**src/rff_pkg.sv**
```systemverilog
// Package for the record field filter: sizes, code types and the transaction
// record that moves down the chain of slot cells. No dependencies.
package rff_pkg;

  localparam int FILTER_SLOTS  = 4;
  localparam int PATTERN_BYTES = 8;
  localparam int OFFSET_BITS   = 16;

  localparam int SLOT_W      = 2;
  localparam int SETUP_W     = 24;
  localparam int PATTERN_W   = 64;
  localparam int LEN_W       = 4;
  localparam int CFG_INDEX_W = 3;
  localparam int CFG_DATA_W  = 64;
  localparam int BYTE_IDX_W  = (PATTERN_BYTES > 1) ? $clog2(PATTERN_BYTES) : 1;

  localparam logic [OFFSET_BITS-1:0] POS_LIMIT = '1;

  typedef enum logic [CFG_INDEX_W-1:0] {
    REG_SLOT0_SETUP   = 3'd0,
    REG_SLOT1_SETUP   = 3'd1,
    REG_SLOT2_SETUP   = 3'd2,
    REG_SLOT3_SETUP   = 3'd3,
    REG_SLOT0_PATTERN = 3'd4,
    REG_SLOT1_PATTERN = 3'd5,
    REG_SLOT2_PATTERN = 3'd6,
    REG_SLOT3_PATTERN = 3'd7
  } cfg_reg_t;

  typedef enum logic [2:0] {
    OP_EQ   = 3'd0,
    OP_GE   = 3'd1,
    OP_GT   = 3'd2,
    OP_LE   = 3'd3,
    OP_LT   = 3'd4,
    OP_NE   = 3'd5,
    OP_SW   = 3'd6,
    OP_PASS = 3'd7
  } cmp_op_t;

  typedef enum logic [1:0] {
    ST_EQUAL   = 2'd0,
    ST_LESS    = 2'd1,
    ST_GREATER = 2'd2
  } cmp_status_t;

  // One record byte plus the verdict gathered from the cells passed so far.
  typedef struct packed {
    logic                   valid;
    logic [7:0]             data;
    logic                   last;
    logic                   cmp;    // position not saturated, byte is compared
    logic [OFFSET_BITS-1:0] pos;
    logic [OFFSET_BITS-1:0] rcv;    // bytes received including this one
    logic                   rej;
    logic [SLOT_W-1:0]      fslot;
    logic                   shrt;
  } item_t;

endpackage

```
**src/rff_cell.sv**
```systemverilog
// One filter slot cell: holds the slot's compare status and passes the
// transaction record on to the next cell. Depends on rff_pkg.
module rff_cell (
  input  logic                           clk,
  input  logic                           rst,
  input  logic                           en,
  input  logic [rff_pkg::SLOT_W-1:0]     slot_id,
  input  logic [rff_pkg::SETUP_W-1:0]    setup,
  input  logic [rff_pkg::PATTERN_W-1:0]  pattern,
  input  rff_pkg::item_t                 item_in,
  output rff_pkg::item_t                 item_out
);

  rff_pkg::cmp_status_t             status;
  rff_pkg::cmp_status_t             status_next;
  rff_pkg::cmp_op_t                 op;
  rff_pkg::item_t                   item_next;
  logic                             slot_en;
  logic [rff_pkg::LEN_W-1:0]        len_raw;
  logic [rff_pkg::LEN_W-1:0]        len;
  logic [rff_pkg::OFFSET_BITS-1:0]  off;
  logic [rff_pkg::OFFSET_BITS-1:0]  k_full;
  logic [rff_pkg::BYTE_IDX_W-1:0]   kidx;
  logic [7:0]                       pbyte;
  logic                             in_field;
  logic                             fails;
  logic [rff_pkg::OFFSET_BITS:0]    field_end;

  always_comb begin
    slot_en = setup[23];
    op      = rff_pkg::cmp_op_t'(setup[22:20]);
    len_raw = setup[19:16];
    len     = (len_raw > rff_pkg::LEN_W'(rff_pkg::PATTERN_BYTES)) ?
              rff_pkg::LEN_W'(rff_pkg::PATTERN_BYTES) : len_raw;
    off     = rff_pkg::OFFSET_BITS'(setup[15:0]);
    k_full  = item_in.pos - off;
    kidx    = k_full[rff_pkg::BYTE_IDX_W-1:0];
    pbyte   = pattern[8*kidx +: 8];
    in_field = item_in.cmp && (item_in.pos >= off) &&
               (k_full < rff_pkg::OFFSET_BITS'(len));

    // memcmp style: only the first differing byte decides
    status_next = status;
    if (status == rff_pkg::ST_EQUAL && in_field) begin
      if (item_in.data < pbyte) begin
        status_next = rff_pkg::ST_LESS;
      end else if (item_in.data > pbyte) begin
        status_next = rff_pkg::ST_GREATER;
      end
    end

    unique case (op)
      rff_pkg::OP_EQ:   fails = (status_next != rff_pkg::ST_EQUAL);
      rff_pkg::OP_GE:   fails = (status_next == rff_pkg::ST_LESS);
      rff_pkg::OP_GT:   fails = (status_next != rff_pkg::ST_GREATER);
      rff_pkg::OP_LE:   fails = (status_next == rff_pkg::ST_GREATER);
      rff_pkg::OP_LT:   fails = (status_next != rff_pkg::ST_LESS);
      rff_pkg::OP_NE:   fails = (status_next == rff_pkg::ST_EQUAL);
      rff_pkg::OP_SW:   fails = (status_next != rff_pkg::ST_EQUAL);
      rff_pkg::OP_PASS: fails = 1'b0;
      default:          fails = 1'b0;
    endcase

    field_end = {1'b0, off} + (rff_pkg::OFFSET_BITS + 1)'(len);

    item_next = item_in;
    if (slot_en && fails && !item_in.rej) begin
      item_next.rej   = 1'b1;
      item_next.fslot = slot_id;
    end
    if (slot_en && (field_end > {1'b0, item_in.rcv})) begin
      item_next.shrt = 1'b1;
    end
  end

  always_ff @(posedge clk) begin
    if (rst) begin
      status         <= rff_pkg::ST_EQUAL;
      item_out.valid <= 1'b0;
    end else if (en) begin
      item_out.valid <= item_in.valid;
      if (item_in.valid) begin
        status <= item_in.last ? rff_pkg::ST_EQUAL : status_next;
      end
    end
    if (en) begin
      item_out.data  <= item_next.data;
      item_out.last  <= item_next.last;
      item_out.cmp   <= item_next.cmp;
      item_out.pos   <= item_next.pos;
      item_out.rcv   <= item_next.rcv;
      item_out.rej   <= item_next.rej;
      item_out.fslot <= item_next.fslot;
      item_out.shrt  <= item_next.shrt;
    end
  end

endmodule

```
**src/record_field_filter.sv**
```systemverilog
// Record field filter: a record streams in one byte per cycle through a chain
// of FILTER_SLOTS slot cells, each updating its own compare status.
// Throughput: one byte per cycle; the chain stalls only while a result waits.
// The verdict of the last byte passes the FILTER_SLOTS cell registers, then the output register.
// Reset (rst, synchronous): all slots disabled, patterns zero, position zero,
// statuses equal, chain and output register empty.
module record_field_filter (
  input  logic                             clk,
  input  logic                             rst,
  input  logic                             cfg_we,
  input  logic [rff_pkg::CFG_INDEX_W-1:0]  cfg_index,
  input  logic [rff_pkg::CFG_DATA_W-1:0]   cfg_data,
  input  logic                             s_tvalid,
  output logic                             s_tready,
  input  logic [7:0]                       s_tdata,   // [7:0] record_byte
  input  logic                             s_tlast,   // last_byte
  output logic                             m_tvalid,
  input  logic                             m_tready,
  output logic [7:0]                       m_tdata    // [0] rejected, [2:1] failing_slot,
                                                      // [3] short_record, [7:4] zero
);

  localparam int N = rff_pkg::FILTER_SLOTS;

  logic [rff_pkg::SETUP_W-1:0]      setup_reg   [N];
  logic [rff_pkg::PATTERN_W-1:0]    pattern_reg [N];
  logic [rff_pkg::OFFSET_BITS-1:0]  pos;
  rff_pkg::item_t                   link [N+1];
  rff_pkg::item_t                   tail;
  logic                             en;
  logic                             load;
  logic                             out_valid;
  logic                             out_rej;
  logic [rff_pkg::SLOT_W-1:0]       out_fslot;
  logic                             out_shrt;

  // configuration registers
  always_ff @(posedge clk) begin
    if (rst) begin
      for (int s = 0; s < N; s++) begin
        setup_reg[s]   <= '0;
        pattern_reg[s] <= '0;
      end
    end else if (cfg_we) begin
      for (int s = 0; s < N; s++) begin
        if (cfg_index == rff_pkg::CFG_INDEX_W'(int'(rff_pkg::REG_SLOT0_SETUP) + s)) begin
          setup_reg[s] <= cfg_data[rff_pkg::SETUP_W-1:0];
        end
        if (cfg_index == rff_pkg::CFG_INDEX_W'(int'(rff_pkg::REG_SLOT0_PATTERN) + s)) begin
          pattern_reg[s] <= cfg_data[rff_pkg::PATTERN_W-1:0];
        end
      end
    end
  end

  assign tail     = link[N];
  assign en       = !(tail.valid && tail.last && out_valid && !m_tready);
  assign s_tready = en;
  assign load     = en && tail.valid && tail.last;

  always_comb begin
    link[0].valid = s_tvalid;
    link[0].data  = s_tdata;
    link[0].last  = s_tlast;
    link[0].cmp   = (pos != rff_pkg::POS_LIMIT);
    link[0].pos   = pos;
    link[0].rcv   = (pos != rff_pkg::POS_LIMIT) ? pos + 1'b1 : pos;
    link[0].rej   = 1'b0;
    link[0].fslot = '0;
    link[0].shrt  = 1'b0;
  end

  // byte position, saturating
  always_ff @(posedge clk) begin
    if (rst) begin
      pos <= '0;
    end else if (s_tvalid && s_tready) begin
      if (s_tlast) begin
        pos <= '0;
      end else if (pos != rff_pkg::POS_LIMIT) begin
        pos <= pos + 1'b1;
      end
    end
  end

  for (genvar s = 0; s < N; s++) begin : g_cell
    rff_cell u_cell (
      .clk      (clk),
      .rst      (rst),
      .en       (en),
      .slot_id  (rff_pkg::SLOT_W'(s)),
      .setup    (setup_reg[s]),
      .pattern  (pattern_reg[s]),
      .item_in  (link[s]),
      .item_out (link[s+1])
    );
  end

  always_ff @(posedge clk) begin
    if (rst) begin
      out_valid <= 1'b0;
    end else if (load) begin
      out_valid <= 1'b1;
    end else if (m_tready) begin
      out_valid <= 1'b0;
    end
  end

  always_ff @(posedge clk) begin
    if (load) begin
      out_rej   <= tail.rej;
      out_fslot <= tail.fslot;
      out_shrt  <= tail.shrt;
    end
  end

  assign m_tvalid = out_valid;
  assign m_tdata  = {4'b0000, out_shrt, out_fslot, out_rej};

  a_stall_cause: assert property (@(posedge clk) disable iff (rst)
    !s_tready |-> (tail.valid && tail.last && out_valid))
    else $error("input stalled without a waiting result");

  a_result_kept: assert property (@(posedge clk) disable iff (rst)
    load |=> m_tvalid)
    else $error("result lost on its way to the output register");

  a_pass_slot_zero: assert property (@(posedge clk) disable iff (rst)
    (m_tvalid && !m_tdata[0]) |-> (m_tdata[2:1] == '0))
    else $error("failing slot set on a passing record");

  a_pos_saturates: assert property (@(posedge clk) disable iff (rst)
    (s_tvalid && s_tready && !s_tlast && pos == rff_pkg::POS_LIMIT)
      |=> (pos == rff_pkg::POS_LIMIT))
    else $error("byte position wrapped");

endmodule
```
**config.mk**
```make
export PLATFORM = sky130hd
export DESIGN_NAME = record_field_filter
export DESIGN_NICKNAME = d
export VERILOG_FILES = /design/src/rff_pkg.sv /design/src/rff_cell.sv /design/src/record_field_filter.sv
export SDC_FILE = /design/constraint.sdc
export NUM_CORES = 1
export LEC_CHECK = 0
export BUFFER_PORTS_ARGS = -buffer_cell sky130_fd_sc_hd__buf_4
export CAP_MARGIN = 20
export CELL_PAD_IN_SITES_DETAIL_PLACEMENT = 1
export CELL_PAD_IN_SITES_GLOBAL_PLACEMENT = 2
export CORE_UTILIZATION = 44
export DETAILED_ROUTE_END_ITERATION = 6
export GPL_TIMING_DRIVEN = 0
export HOLD_SLACK_MARGIN = 0.12
export PLACE_DENSITY_LB_ADDON = 0.1
export SYNTH_ARGS = -nofsm -noshare
export SYNTH_HDL_FRONTEND = slang
export SYNTH_SLANG_ARGS = --single-unit
```
**constraint.sdc**
```tcl
create_clock -name clk -period 6.5 [get_ports clk]
set_input_delay 0.325 -clock clk [delete_from_list [all_inputs] [get_ports clk]]
set_output_delay 0.325 -clock clk [all_outputs]
set_load 0.02 [all_outputs]
```
== Word-level counts from Yosys, hierarchy flattened ==
Memories as Yosys holds them, arrays and structs flattened.
Cells that the tools add are included.

* Bits in latches: 0
* Word-level logic and storage cells: 273
* Input bits: 81
* Memories kept: 2
* Bits in registers: 176
* Memory bits (writable): 352
* ROM bits: 0

* Bitwise operators: 9
* Shifts and indexed selects: 4
* Divide/modulo/power cells: 0
* $add $sub $neg: 9
* Multipliers: 0
* Magnitude comparators: 24
* Reductions and logical operators: 60
* Multiplexer cells: 72
* Eq/ne operators: 52

{| class="wikitable"
|+ Memory list
! name !! depth !! bits a word !! rd ports !! clocked after Yosys merged registers in !! wr ports !! RTL line !! text
|-
| pattern_reg || 4 || 64 || 4 || 0 || 4 || record_field_filter.sv:26 || <nowiki>logic [rff_pkg::PATTERN_W-1:0] pattern_reg [N];</nowiki>
|-
| setup_reg || 4 || 24 || 4 || 0 || 4 || record_field_filter.sv:25 || <nowiki>logic [rff_pkg::SETUP_W-1:0] setup_reg [N];</nowiki>
|}

{| class="wikitable"
|+ Operators with widths
! cell !! number
|-
| 64-bit 2-to-1 mux || 4
|-
| 64-bit by 7-bit indexed part select with 8-bit output || 4
|-
| 24-bit 2-to-1 mux || 4
|-
| 16-bit by 4-bit adder with 17-bit output || 4
|-
| 17-bit by 16-bit > comparator with 1-bit output || 4
|-
| 16-bit greater-or-equal comparator || 4
|-
| 16-bit by 4-bit < comparator with 1-bit output || 4
|-
| 16-bit subtractor || 4
|-
| 3-bit equality test, second input constant || 20
|-
| 1-bit 2-to-1 mux || 37
|-
| 8-bit > comparator || 4
|-
| 8-bit < comparator || 4
|-
| 16-bit 2-to-1 mux || 2
|-
| 2-bit 2-to-1 mux || 16
|-
| 3-bit by 2-bit equality test with 1-bit output, second input constant || 10
|-
| 1-bit logical AND || 29
|-
| 1-bit one-hot mux with 7 select lines || 4
|-
| 16-bit by 1-bit adder with 16-bit output, second input constant || 1
|-
| 4-bit > comparator, second input constant || 4
|-
| 2-bit zero test || 8
|-
| 4-bit 2-to-1 mux || 4
|-
| 16-bit inequality test, second input constant || 1
|-
| 3-bit by 1-bit equality test with 1-bit output, second input constant || 5
|-
| 3-bit zero test || 5
|-
| 11 further kinds || 44
|}

== Longest topological paths before layout ==
An unclocked memory read counts as a cell.

* Depth after elaboration: 11
* Mapped depth: 19

== Modules after synthesis ==
Synthesis repeated with hierarchy kept, for this count alone.

* Cells, all modules: 2,531
* Area, all modules: 31,209.9 um2

{| class="wikitable"
|+ Modules (own cells, without submodules)
! module !! area each (um2) !! times used !! cells an instance
|-
| record_field_filter || 14,423.8 || 1 || 925
|-
| rff_cell at g_cell[1].u_cell || 4,281.6 || 1 || 411
|-
| rff_cell at g_cell[3].u_cell || 4,222.8 || 1 || 407
|-
| rff_cell at g_cell[0].u_cell || 4,166.5 || 1 || 403
|-
| rff_cell at g_cell[2].u_cell || 4,115.2 || 1 || 385
|}

== Worst setup path before layout ==
OpenSTA, ideal clock, no wires.

* Path kind: reg2reg
* From: reg out_valid, in the netlist m_tvalid
* To: reg pos[0] (netlist name)
* Arrival: 5.389 ns
* Data required time: 6.372 ns
* Setup time: 0.128 ns
* Stages on the path, launching flop included: 10
* Buffers on the path: 1
* Slack: 0.984 ns
* Cells stage by stage: dfxtp_1 > nand2b_1 > nor2_1 > clkinv_1 > and2_1 > clkbuf_1 > nand2_1 > nor3_1 > a21oi_1 > nor2_1

* Longest elaborated chain between the ends: 4

{| class="wikitable"
|+ Ends and longest elaborated chain
! what !! RTL line !! text
|-
| from (decl) || record_field_filter.sv:32 || <nowiki>logic out_valid;</nowiki>
|-
| from (signal assigned) || record_field_filter.sv:101 || <nowiki>out_valid <= 1'b0;</nowiki>
|-
| from (signal assigned) || record_field_filter.sv:103 || <nowiki>out_valid <= 1'b1;</nowiki>
|-
| from (signal assigned) || record_field_filter.sv:105 || <nowiki>out_valid <= 1'b0;</nowiki>
|-
| 1-bit logical AND (2 in a row) || record_field_filter.sv:57 || <nowiki>assign en = !(tail.valid && tail.last && out_valid && !m_tready);</nowiki>
|-
| 1-bit zero test || record_field_filter.sv:57 ||
|-
| via s_tready || record_field_filter.sv:14 || <nowiki>output logic s_tready,</nowiki>
|-
| 1-bit logical AND || record_field_filter.sv:77 || <nowiki>end else if (s_tvalid && s_tready) begin</nowiki>
|-
| to (signal assigned) || record_field_filter.sv:81 || <nowiki>pos <= pos + 1'b1;</nowiki>
|-
| to (decl) || record_field_filter.sv:27 || <nowiki>logic [rff_pkg::OFFSET_BITS-1:0] pos;</nowiki>
|}

The timed path passes the listed nets, and every way through them passes these cells.
A chain may end at the register's enable or synchronous reset.

== Worst setup path after layout ==
* From: reg g_cell[0].u_cell.item_out[20] (netlist name)
* To: reg g_cell[1].u_cell.item_out[3] (netlist name), data pin

* Longest elaborated chain between the ends: 10

{| class="wikitable"
|+ Ends and longest elaborated chain
! what !! RTL line !! text
|-
| from (decl) || rff_cell.sv:11 || <nowiki>output rff_pkg::item_t item_out</nowiki>
|-
| 16-bit subtractor || rff_cell.sv:36 || <nowiki>k_full = item_in.pos - off;</nowiki>
|-
| 64-bit by 7-bit indexed part select with 8-bit output || rff_cell.sv:38 || <nowiki>pbyte = pattern[8*kidx +: 8];</nowiki>
|-
| 8-bit > comparator || rff_cell.sv:47 || <nowiki>end else if (item_in.data > pbyte) begin</nowiki>
|-
| 2-bit 2-to-1 mux || rff_cell.sv:47 ||
|-
| 2-bit 2-to-1 mux || rff_cell.sv:45 || <nowiki>if (item_in.data < pbyte) begin</nowiki>
|-
| 2-bit 2-to-1 mux * || rff_cell.sv:44 || <nowiki>if (status == rff_pkg::ST_EQUAL && in_field) begin</nowiki>
|-
| 2-bit by 1-bit inequality test with 1-bit output (tied with other cells) || rff_cell.sv:57 || <nowiki>rff_pkg::OP_LT: fails = (status_next != rff_pkg::ST_LESS);</nowiki>
|-
| 1-bit one-hot mux with 7 select lines * || rff_cell.sv:52 || <nowiki>unique case (op)</nowiki>
|-
| 1-bit logical AND * (2 in a row) || rff_cell.sv:67 || <nowiki>if (slot_en && fails && !item_in.rej) begin</nowiki>
|-
| to (decl) || rff_cell.sv:11 ||
|}

Mark *: on every way between the ends. The rest lies on a longest branch, timed or not.

==> results.tsv <==
stage	metric	value	unit
status	status	finished, final reports clean	
pwr	p_sw_share	26.0	%
run	drv_cap	0	
finish	stdcell_count	3634	
die	start_util	44.8	%
die	core	66200	µm²
worst_setup_path	cp.required	6.86	ns
cts	cts_root_buf	clkbuf_16	
place	dp_hpwl	71000	µm
logic_synthesis	syn_area	29700	µm²
pwr	power_frac_clock	39.0	%
place	port_buffers	86	
route	via_count	21000	
pwr	peakVddDrop	0.219	mV
global_route	track_usage	27.8	%
place	post_dp_cell_area	31700	µm²
worst_setup_path	r2r.worst_path.cells	17	
pwr	seqPwrFrac	45.9	%
worst_setup_path	worstSetupStartpointType	flop	
route	drt_pass1_iterations	5	
sta	slew_headroom	18.3	%
global_route	grtUsageMet2	44.5	%
cts	cts_buffer_depth	3	
global_route	gr-max-usage-layer	met2	
logic_synthesis	ys.flop_type	edfxtp_1	
pwr	combPwrFrac	15.1	%
logic_synthesis	synth_most_common_cell	edfxtp_1	
place	dp.cells	3456	
place	place_ws	0.646	ns
global_route	antenna_found_initial	24	
worst_setup_path	ff2ff_setup_slack	0.58	ns
logic_synthesis	synth-seq-cells	525	
sta	timing.final.crit_period	5.92	ns
cts	postCtsSetupRepairBufs	0	
min_path	hp-class	input pin to flop	
route	via_per_inst	5.78	
cts	clock_latency	0.63	ns
route	wire_per_inst	25.9	µm
worst_setup_path	crit_type	flop to flop	
global_route	use_met1	38.3	%
logic_synthesis	yosysSeqAreaShare	52.2	%
cts	cts_tree	yes	
logic_synthesis	ys_types	97	
cts	numCtsBuffers	57	
logic_synthesis	synth_cells	2490	
logic_synthesis	synth_edf_count	496	
route	routed_wl	93900	µm
global_route	grt_start_max_net_pins	95	
finish	fin_area	34200	µm²
worst_setup_path	r2r-end	g_cell[1].u_cell.item_out[3]	
finish	largest_register_ffs	256	
sta	final-hold-violation-count	0	
place	place_congestion	0.882	
sta	fin_ws	0.579	ns
global_route	grt_pass1_wl	137000	µm
sta	finClkSkew	0.0416	ns
logic_synthesis	synth_top_area_share	50.2	%
pwr	finalPower	8620	µW
pwr	power.switching	2240	µW
worst_setup_path	end_kind	flop	
logic_synthesis	synth_area_leaders	edfxtp_1 (50%), ha_1 (8.0%), and2_1 (7.6%), mux4_2 (4.9%), inv_1 (2.5%)	
sta	max_clock_freq	169	MHz
die	io_pins	91	
route	postRouteAntennaNets	0	
logic_synthesis	syn_area_per_cell	11.9	µm²
global_route	met3_usage	4.29	%
worst_setup_path	path_max_fanout	10	
cts	htreeDepth	2	
sta	setup-tns-final	0	ns
finish	drive_gt1_share	11.5	%
cts	path_clk_slew	0.06	ns
die	die_height	262	µm
route	first_iter_violations	1871	
finish	fin_nets	2981	
worst_setup_path	cp.arrival	6.28	ns
global_route	grt_pass1_vias	21600	
global_route	grt_overflow	0	
logic_synthesis	synthArstFlopShare	0	%
logic_synthesis	synth_warnings	0	
min_path	hold_path_depth	2	
finish	area_growth	15.2	%
pwr	leakage	0.0132	µW
sta	finalSetupViolCount	0	
worst_setup_path	r2r-start	g_cell[0].u_cell.item_out[20]	
die	die_area	68400	µm²
worst_setup_path	crit_start	g_cell[0].u_cell.item_out[20]	
min_path	hold_end	pattern_reg[2][0]	
sta	finalCritPeriodShare	91.1	%
sta	slew_viol_final	0	
die	fp.dieW	262	µm
sta	rsz0062_at_grt	false	
pwr	pwr_density_cell	253	nW/µm²
die	row_count	94	
route	drc	0	
min_path	hp-start	cfg_data[0]	
sta	tightest_slew	1.21	ns
logic_synthesis	synth_area_leader_cell	edfxtp_1	
pwr	internal_power	6380	µW
cts	cts.sink_count	525	
logic_synthesis	synth_top_cells_by_count	edfxtp_1 (496), and2_1 (359), inv_1 (196)	
per-stage QoR:
step / utilization (%) / hold slack, ns
after global placement: 47.4 / 0.405
after detailed placement: 47.8 / 0.406
after CTS: 51.5 / 0.128
after global routing: 51.5 / 0.141
after floorplan: - / 0.400
final: 51.6 / 0.152
layout make-up:
type                            instances  area, µm²
Clock buffer                           74       1540
Multi-Input combinational cell       1692      13200
Buffer                                 78        348
Antenna cell                           20       50.0
Fill cell                            6849      32100
Sequential cell                       525      15500
Tap cell                              864       1080
Clock inverter                         32        389
Timing Repair Buffer                  151       1360
Inverter                              198        748
worst max path at each step:
stage / depth (start not counted) / slack [ns] / end
floorplan: 9 / 0.98 / pos[0]
global placement: 10 / -1.53 / pos[0]
detailed placement: 17 / 0.65 / g_cell[1].u_cell.item_out[3]
CTS: 17 / 0.64 / g_cell[1].u_cell.item_out[3]
global route: 17 / 0.30 / g_cell[1].u_cell.item_out[3]
finish: 17 / 0.58 / g_cell[1].u_cell.item_out[3]
power groups by stage:
stage	combinational, µW	clock [µW]	sequential, µW
global route	1420	3520	3980
CTS	1300	3410	3960
floorplan	815	0	3990
finish	1300	3370	3960
global placement	1210	0	4030
detailed placement	1270	0	4030
worst max-delay path: stages, from the launching register on:
cell and delay [ns]:
edfxtp_1 0.39, inv_1 0.06, ha_1 0.21, fa_1 0.52, clkbuf_1 0.45, buf_1 0.62, inv_1 0.11, ha_1 0.31
o21ai_0 0.16, a31oi_1 0.06, o21ai_0 0.47, nand3_1 0.21, or4_1 0.46, nor4b_1 0.36, and4_1 0.42, nor4_1 0.13
o41ai_1 0.54, o31ai_1 0.18
cell families (layout without fill, tap and decap cells):
group / after synthesis / after routing / share of synthesized area, %
other: 1 / 24 / 0.0126
multiplexers: 116 / 116 / 6.64
buffers and inverters: 276 / 533 / 3.68
adder cells (fa/ha/maj): 197 / 197 / 8.52
AND/OR/NAND/NOR: 877 / 877 / 16.7
flip-flops: 525 / 525 / 52.2
XOR/XNOR: 83 / 83 / 2.45
AO/OA/AOI/OAI: 415 / 415 / 9.80
placed cells by master, fill, tap and decap left out, drive strengths merged, types with 9 or more instances in the layout:
cell type	instances
a2111oi	13
mux4	64
a21o	41
nand2b	32
inv	201
xnor2	65
mux2i	46
nor2b	37
a21oi	98
nor3	60
o2111ai	9
dlygate4sd3	52
clkinv	19
buf	120
and2	360
and4	10
nand3	40
nor4	12
a211o	9
xor2	18
nand2	95
o21ai	65
o21bai	17
or2	10
and3	11
edfxtp	496
ha	189
clkbuf	131
dfxtp	29
a31oi	15
or3	11
nor2	125
o211ai	10
a22oi	16
a211oi	16
o21a	33
diode	20
nand4	35
layer usage:
layer / share of wire (%) / up-vias
li1: - / 9626
met3: 8.6 / 123
met2: 46 / 715
met5: 0 / -
met1: 42 / 10500
met4: 3.2 / 0
what timing repair did:
item                      CTS  global route
hold buffers               52             0
resized for setup           0             0
hold endpoints to repair  167             0
Power figures use the tool's default switching activity.
